===== src/hw/rtl/assert_macros.svh =====
// Assertion macros for the history decimator RTL.
// Expects clk and arst_n in the scope where a macro is used.
`ifndef ASSERT_MACROS_SVH
`define ASSERT_MACROS_SVH

// Same-cycle implication, disabled in reset
`define MHD_ASSERT_IMP(label, ante, cons) \
	label: assert property (@(posedge clk) disable iff (!arst_n) (ante) |-> (cons)) \
		else $error("mhd assertion failed");

// Next-cycle implication, disabled in reset
`define MHD_ASSERT_NXT(label, ante, cons) \
	label: assert property (@(posedge clk) disable iff (!arst_n) (ante) |=> (cons)) \
		else $error("mhd assertion failed");

`endif


===== src/hw/rtl/mhd_pkg.sv =====
`timescale 1ns / 1ps
// Shared types, codes and default constants for the history decimator.
// No dependencies; used by mhd_div and the top module of the block.
package mhd_pkg;

	localparam int DATA_W = 16;
	localparam int PROD_W = 32;
	localparam int TIME_W = 32;
	localparam int OFS_W  = 7;
	localparam int SER_W  = 2;
	localparam int IVL_W  = 16;

	localparam int DEF_RING_DEPTH = 128;
	localparam int DEF_MID_RATIO  = 15;
	localparam int DEF_LONG_RATIO = 300;

	localparam logic [IVL_W-1:0] RESET_INTERVAL = 16'd2000;

	localparam logic FUNC_SAMPLE = 1'b0;
	localparam logic FUNC_READ   = 1'b1;

	localparam logic [SER_W-1:0] SER_BASE = 2'd0;
	localparam logic [SER_W-1:0] SER_MID  = 2'd1;
	localparam logic [SER_W-1:0] SER_LONG = 2'd2;

	typedef struct packed {
		logic [DATA_W-1:0] tds;
		logic [DATA_W-1:0] flow;
		logic [PROD_W-1:0] prod;
	} ring_entry_t;

	typedef enum logic [2:0] {
		ST_IDLE,
		ST_EVAL,
		ST_RD,
		ST_DIV_GO,
		ST_DIV_WAIT,
		ST_DIV_PUSH,
		ST_DONE
	} state_t;

endpackage


===== src/hw/rtl/mhd_div.sv =====
`timescale 1ns / 1ps
// Shared reciprocal multiplier: divides a boxcar sum by the mid or the long ratio.
// Depends on mhd_pkg; done follows start in the next cycle, exact for any dividend.
module mhd_div #(
	parameter int DIVIDEND_W = 25,
	parameter int MID_RATIO  = mhd_pkg::DEF_MID_RATIO,
	parameter int LONG_RATIO = mhd_pkg::DEF_LONG_RATIO
) (
	input  logic                       clk,
	input  logic                       arst_n,
	input  logic                       start,
	input  logic [DIVIDEND_W-1:0]      dividend,
	input  logic                       sel_long,
	output logic                       done,
	output logic [mhd_pkg::DATA_W-1:0] quotient
);
	import mhd_pkg::*;

	localparam int MW      = DIVIDEND_W + 1;
	localparam int PW      = DIVIDEND_W + MW;
	localparam int MID_SH  = DIVIDEND_W + $clog2(MID_RATIO);
	localparam int LONG_SH = DIVIDEND_W + $clog2(LONG_RATIO);

	// ceil(2**sh / ratio); with sh >= dividend bits + log2(ratio) the product is exact
	localparam longint unsigned MID_RCP =
		((64'd1 << MID_SH) + 64'(MID_RATIO) - 64'd1) / 64'(MID_RATIO);
	localparam longint unsigned LONG_RCP =
		((64'd1 << LONG_SH) + 64'(LONG_RATIO) - 64'd1) / 64'(LONG_RATIO);
	localparam logic [MW-1:0] MID_M  = MW'(MID_RCP);
	localparam logic [MW-1:0] LONG_M = MW'(LONG_RCP);

	logic                 done_q;
	logic [DATA_W-1:0]    quot_q;
	logic [MW-1:0]        mult_k;
	logic [PW-1:0]        mult_p;
	logic [DATA_W-1:0]    quot;

	assign mult_k = sel_long ? LONG_M : MID_M;
	assign mult_p = PW'(dividend) * PW'(mult_k);
	assign quot   = sel_long ? mult_p[LONG_SH +: DATA_W] : mult_p[MID_SH +: DATA_W];

	always_ff @(posedge clk or negedge arst_n) begin
		if (!arst_n) begin
			done_q <= 1'b0;
		end else begin
			done_q <= start;
		end
	end

	always_ff @(posedge clk) begin
		if (start) begin
			quot_q <= quot;
		end
	end

	assign done     = done_q;
	assign quotient = quot_q;
endmodule


===== config.mk =====
export PLATFORM = sky130hd
export DESIGN_NAME = mhd_div
export DESIGN_NICKNAME = d
export VERILOG_FILES = /design/src/hw/rtl/assert_macros.svh /design/src/hw/rtl/mhd_pkg.sv /design/src/hw/rtl/mhd_div.sv
export SDC_FILE = /design/constraint.sdc
export NUM_CORES = 1
export LEC_CHECK = 0
export BUFFER_PORTS_ARGS = -buffer_cell sky130_fd_sc_hd__buf_2
export CORE_ASPECT_RATIO = 0.6
export CORE_UTILIZATION = 30
export DETAILED_ROUTE_END_ITERATION = 8
export SLEW_MARGIN = 5
export SYNTH_ARGS = -nofsm -noshare
export SYNTH_HDL_FRONTEND = slang
export SYNTH_SLANG_ARGS = --single-unit

===== constraint.sdc =====
create_clock -name clk -period 0.8 [get_ports clk]
set_input_delay 0.08 -clock clk [delete_from_list [all_inputs] [get_ports clk]]
set_output_delay 0.08 -clock clk [all_outputs]
set_load 0.02 [all_outputs]

==> out/qor.yml, run 1 <==
status:
  outcome: "complete, but fails checks"
  failed_checks: "setup timing"
final_layout:
  fin_util_pct: 40.6
  nets: 2391
  nFillCells: 4494
  mostFrequentLayoutCells: "inv_1 (453), buf_4 (287), fa_1 (274), ha_1 (262), nand2_1 (52)"
  regArea_um2: 505
  mostFrequentLayoutCell: "inv_1"
  multi_input_area_um2: 12300
  antenna_cells: 0
  area_growth_pct: 32.5
  drive_gt1_share_pct: 30.2
sta:
  max_freq_mhz: 154
  worstMarginPinSlew_ps: 595
  rsz0062_at_grt: "yes"
  setup_viol: 33
  holdWs_ps: 139
  period_share_pct: 809
  maxSlewHeadroom_pct: 60.0
  fin_ws_ps: -5670
  hold_viol: 0
  slew_violations: 0
  post-route-min-period_ps: 6470
floorplanning:
  fp.dieH_um: 168
  die_area_um2: 47100
  io_pins: 46
  start_util_pct: 30.7
  rows: 60
  die_x_um: 279
  core_area_um2: 45200
clock_network:
  clkSinkCount: 17
  cts_buffers: 3
  root_buffer: "clkbuf_16"
  cts_tree: "built"
  cts_buffer_depth: 2
  htreeDepth: 1
  cts.reportedPaths.clkPinSlew_ps: 50
synth:
  post_synth_num_cell_types: 53
  syn_avg_cell_area_um2: 9.77
  syn-instance-count: 1418
  yosys_register_bits: 17
  ys_seq_area_share_pct: 3.65
  ys_warn_count: 0
  netlist_area_um2: 13900
global_route:
  grt_pass1_vias: 11700
  grt_max_degree: 31
  grt_usage_pct: 19.7
  grt.overflow.total: 0
  grt_pass1_wl_um: 69900
  antenna_found_initial: 0
drt:
  antenna_left: 0
  drtPass1Iterations: 4
  drc: 0
  vias: 10500
  drt_iter0_drc: 683
  avgRoutedWirePerCell_um: 18.5
  vias_per_cell: 4.39
  wl_um: 44200
critical_path:
  path_max_fanout: 8
  cp.required_ps: 800
  path_class: "in2reg"
  critPathLaunchType: "input pin"
  arrival_ps: 6470
  crit_path_end_kind: "flop"
place:
  gp_congestion: 0.998
  hpwl_um: 40200
  numPortBuffers: 45
  place_ws_ps: -6100
min_path:
  hold_class: "in2async"
flow_run:
  cap_violations: 0
==> worst max-delay path, stage by stage <==
cell	delay, ps
buf_12	120
buf_12	140
buf_8	130
and2_4	180
fa_2	590
fa_1	440
fa_1	500
inv_1	60
fa_1	480
inv_1	50
fa_1	440
fa_1	490
inv_1	50
fa_1	550
inv_2	70
ha_4	240
a21o_1	170
a21o_1	160
a21oi_2	190
o21ai_2	120
a221oi_4	350
buf_4	170
o21ai_2	70
a221oi_2	240
xnor2_1	110
mux2_4	260
==> cells by family (layout without fill, tap and decap cells) <==
family	after synthesis	count (layout)	synth area share, %
flip-flops	17	17	3.65
AO/OA/AOI/OAI	93	93	4.66
AND/OR/NAND/NOR	170	170	6.06
other	2	25	0.0542
buffers and inverters	512	848	13.9
XOR/XNOR	31	31	1.96
multiplexers	9	9	0.732
adder cells (fa/ha/maj)	584	584	69.0
==> area by class of cell <==
cell class	instances	share of cell area [%]
flip-flops and latches	17	2.75
inverters	491	10.1
well taps	620	4.23
multi-input cells	912	67.2
clock buffers	4	0.430
repair buffers	353	15.2
==> sequential cells by signal (all words and copies together) (netlist names) <==
| register | count |
|---|---|
| done | 1 |
| quotient | 16 |
==> how the worst max path moves through the flow <==
| stage | slack, ps | cells past startpoint | to | start |
|---|---|---|---|---|
| floorplan | -5490 | 26 | quotient[15]$_DFFE_PP_ | sel_long |
| global placement | -6080 | 26 | quotient[9]$_DFFE_PP_ | sel_long |
| detailed placement | -6100 | 28 | quotient[14]$_DFFE_PP_ | sel_long |
| CTS | -5610 | 26 | quotient[14]$_DFFE_PP_ | sel_long |
| global route | -5910 | 28 | quotient[13]$_DFFE_PP_ | sel_long |
| finish | -5670 | 26 | quotient[15]$_DFFE_PP_ | sel_long |
==> Yosys cell counts (all sizes together) <==
cell type  count  area, µm²
a2111oi        1       15.0
a211oi         3       35.0
a21bo          2       20.0
a21boi         2       15.0
a21o           6       45.0
a21oi         34        170
a221oi         3       50.1
a31oi          4       25.0
a41oi          3       52.6
and2           7       43.8
and3           5       36.3
and4           2       17.5
buf            1       3.75
clkbuf        20       75.1
conb           2       7.51
dfrtp          1       25.0
edfxtp        16        480
fa           300       6010
ha           284       3550
inv          491       1840
mux2           6       71.3
mux2i          3       30.0
nand2         72        270
nand2b        20        125
nand3          8       40.0
nand4          7       50.1
nor2          22       82.6
nor2b         13       81.3
nor3           6       30.0
nor4           1       12.5
nor4b          1       8.76
o211ai         4       30.0
o21a           3       22.5
o21ai         20        104
o21bai         3       22.5
o221a          1       11.3
o22ai          2       12.5
o31ai          2       15.0
or2            5       31.3
or4b           1       10.0
xnor2         20        175
xor2          11       96.3
==> what timing repair did <==
action | 4_1_cts | 5_1_grt
cloned | 2 | 0
buffers inserted | 25 | 9
endpoints found under the setup margin | 33 | 33
resized for setup | 140 | 67
pin swaps | 91 | 59
hold buffers | 1 | 0
endpoints found under the hold margin | 1 | 0
==> layer usage <==
| layer | GRT usage (%) | vias up | part of all wire, % |
|---|---|---|---|
| li1 | - | 4931 | - |
| met2 | 26.3 | 263 | 38 |
| met1 | 32.6 | 5310 | 53 |
| met4 | 1.26 | 0 | 0.45 |
| met5 | 0 | - | 0 |
| met3 | 4.52 | 13 | 8.6 |
==> stage by stage <==
| stage | std cells | area [µm²] | TNS [ps] |
|---|---|---|---|
| 2_1_floorplan | 1441 | 14300 | -84010 |
| 3_3_place_gp | 2360 | 17200 | -93970 |
| 3_5_place_dp | 2360 | 17200 | -94620 |
| 4_1_cts | 2388 | 18100 | -88310 |
| 5_1_grt | 2397 | 18400 | -93670 |
| 6_report | 2397 | 18400 | -89500 |
Power of run 1 is not shown: default switching activity piles up to over one toggle a cycle in this logic, so the estimate is an artifact.
==> run 2, diff against run 1 <==
--- a/config.mk
+++ b/config.mk
@@ -9,6 +9,7 @@
 export CORE_ASPECT_RATIO = 0.6
 export CORE_UTILIZATION = 30
 export DETAILED_ROUTE_END_ITERATION = 8
+export SETUP_SLACK_MARGIN = 0.15
 export SLEW_MARGIN = 5
 export SYNTH_ARGS = -nofsm -noshare
 export SYNTH_HDL_FRONTEND = slang
==> run 2 against run 1 <==
Net effect:
- hold slack lost 1.6 ps
- count of clock-buffer cells in the layout is the same
- the flow still finishes with violations (setup timing)
- fmax is 0.18% higher
- core utilization shrank 0.40 points
- non-clock buffer count fell by 3
- cell count fell by 0.13%
- design area down 0.97%
- die area unchanged
- largest cell class unchanged
- worst setup slack improved by 12 ps
- routed wire length is 1.2% lower
- via count decreased by 0.36%
==> out/qor.yml, run 2 (synthesis gave the netlist of run 1 again) <==
status:
  outcome: "complete, but fails checks"  # unchanged
  failed_checks: "setup timing"  # unchanged
final_layout:
  drive_gt1_share_pct: 28.4  # was 30.2%
  nets: 2388  # was 2,391
  antenna_cells: 0  # unchanged
  largest_reg_flops: 16  # unchanged
  mostFrequentLayoutCell: "inv_1"  # unchanged
  nFillCells: 4497  # was 4,494
  area_growth_pct: 31.2  # was 32.5%
  mostFrequentLayoutCells: "inv_1 (462), buf_4 (286), fa_1 (279), ha_1 (264), nand2_1 (55)"  # was inv_1 (453), buf_4 (287), fa_1 (274), ha_1 (262), nand2_1 (52)
  finalInstanceArea_um2: 18200  # was 18,400 µm²
critical_path:
  path_max_fanout: 5  # was 8
  crit_path_end_kind: "flop"  # unchanged
  critPathLaunchType: "input pin"  # unchanged
  arrival_ps: 6460  # was 6470 ps
  path_class: "in2reg"  # unchanged
  cp.required_ps: 800  # about the same
place:
  hpwl_um: 40200  # unchanged
  gp_congestion: 0.998  # unchanged
  post_dp_cell_area_um2: 17200  # unchanged
  numPortBuffers: 45  # unchanged
clock_network:
  cts.reportedPaths.clkPinSlew_ps: 50  # about the same
  htreeDepth: 1  # unchanged
  clkSinkCount: 17  # unchanged
  cts_buffers: 3  # unchanged
  cts_tree: "built"  # unchanged
  cts_buffer_depth: 2  # unchanged
  root_buffer: "clkbuf_16"  # unchanged
drt:
  wl_um: 43700  # was 44,200 µm
  drt_iter0_drc: 720  # was 683
  drtPass1Iterations: 4  # unchanged
  avgRoutedWirePerCell_um: 18.3  # was 18.5 µm
  vias: 10500  # about the same
  vias_per_cell: 4.38  # was 4.39
  drc: 0  # unchanged
  antenna_left: 0  # unchanged
sta:
  worstMarginPinSlew_ps: 599  # was 595 ps
  fin_ws_ps: -5660  # was -5670 ps
  slew_violations: 0  # unchanged
  post-route-min-period_ps: 6460  # was 6470 ps
  holdWs_ps: 137  # was 139 ps
  max_freq_mhz: 155  # was 154 MHz
  setup_viol: 33  # unchanged
  period_share_pct: 808  # was 809%
  hold_viol: 0  # unchanged
  rsz0062_at_grt: "yes"  # unchanged
  maxSlewHeadroom_pct: 59.8  # was 60.0%
global_route:
  grt_max_degree: 31  # unchanged
  grt.overflow.total: 0  # unchanged
  grt_pass1_wl_um: 69600  # was 69,900 µm
  grt_pass1_vias: 11700  # about the same
  grt_usage_pct: 19.7  # about the same
  antenna_found_initial: 0  # unchanged
floorplanning:
  fp.dieH_um: 168  # unchanged
  die_area_um2: 47100  # unchanged
  start_util_pct: 30.7  # unchanged
  die_x_um: 279  # unchanged
  io_pins: 46  # unchanged
  core_area_um2: 45200  # unchanged
  rows: 60  # unchanged
min_path:
  hold_class: "in2async"  # unchanged
flow_run:
  cap_violations: 0  # unchanged
[run 2: cell type report]
| cell class | count | area [µm²] | area share [%] |
|---|---|---|---|
| Sequential cell | 17 | 505 | 2.78 |
| Clock buffer | 4 | 78.8 | 0.434 |
| Multi-Input combinational cell | 912 | 12200 | 67.1 |
| Timing Repair Buffer | 350 | 2760 | 15.2 |
| Tap cell | 620 | 776 | 4.27 |
| Inverter | 491 | 1860 | 10.2 |
[run 2: layer usage]
metal	track usage [%]	wire length [µm]
met3	4.54	3970
met2	26.2	16200
met4	1.14	158
met5	0	0
met1	32.4	23300
[run 2: repair_timing]
item | 4_1_cts | 5_1_grt
pin swaps | 82 | 33
resized for setup | 116 | 47
endpoints found under the setup margin | 33 | 33
endpoints found under the hold margin | 1 | 0
buffers inserted | 23 | 4
hold buffers | 1 | 0
cloned | 2 | 0
[run 2: path summary, 6_finish.rpt]
check	startpoint	to	slack (ps)	cells past startpoint
setup / recovery	sel_long	quotient[15]$_DFFE_PP_	-5660	27
hold / removal	arst_n	done$_DFF_PN0_	140	2
max in group asynchronous	arst_n	done$_DFF_PN0_	580	2
min in group clk	start	done$_DFF_PN0_	160	1
[run 2: through the flow]
stage	setup slack (ps)	cells	utilization (%)	setup TNS [ps]
floorplan	-5490	1441	-	-84010
global placement	-6080	2360	38.1	-93970
detailed placement	-6100	2360	38.1	-94620
CTS	-5620	2390	39.8	-89060
global route	-5900	2394	40.2	-93670
finish	-5660	2394	40.2	-89950
[run 2: critical path, cell delays in order]
cell	delay (ps)
buf_12	120
buf_12	140
buf_8	130
nor2b_4	100
inv_1	80
fa_1	510
fa_1	540
inv_1	50
fa_1	470
fa_2	580
fa_1	430
fa_1	490
inv_1	50
fa_1	460
inv_2	140
ha_4	230
a21oi_4	140
o211ai_1	150
a211oi_4	220
a41oi_4	200
buf_6	170
buf_6	110
a31oi_4	190
o21ai_2	80
a21bo_1	190
xor2_2	150
mux2_4	260
Power of run 2 is left out for the same reason.
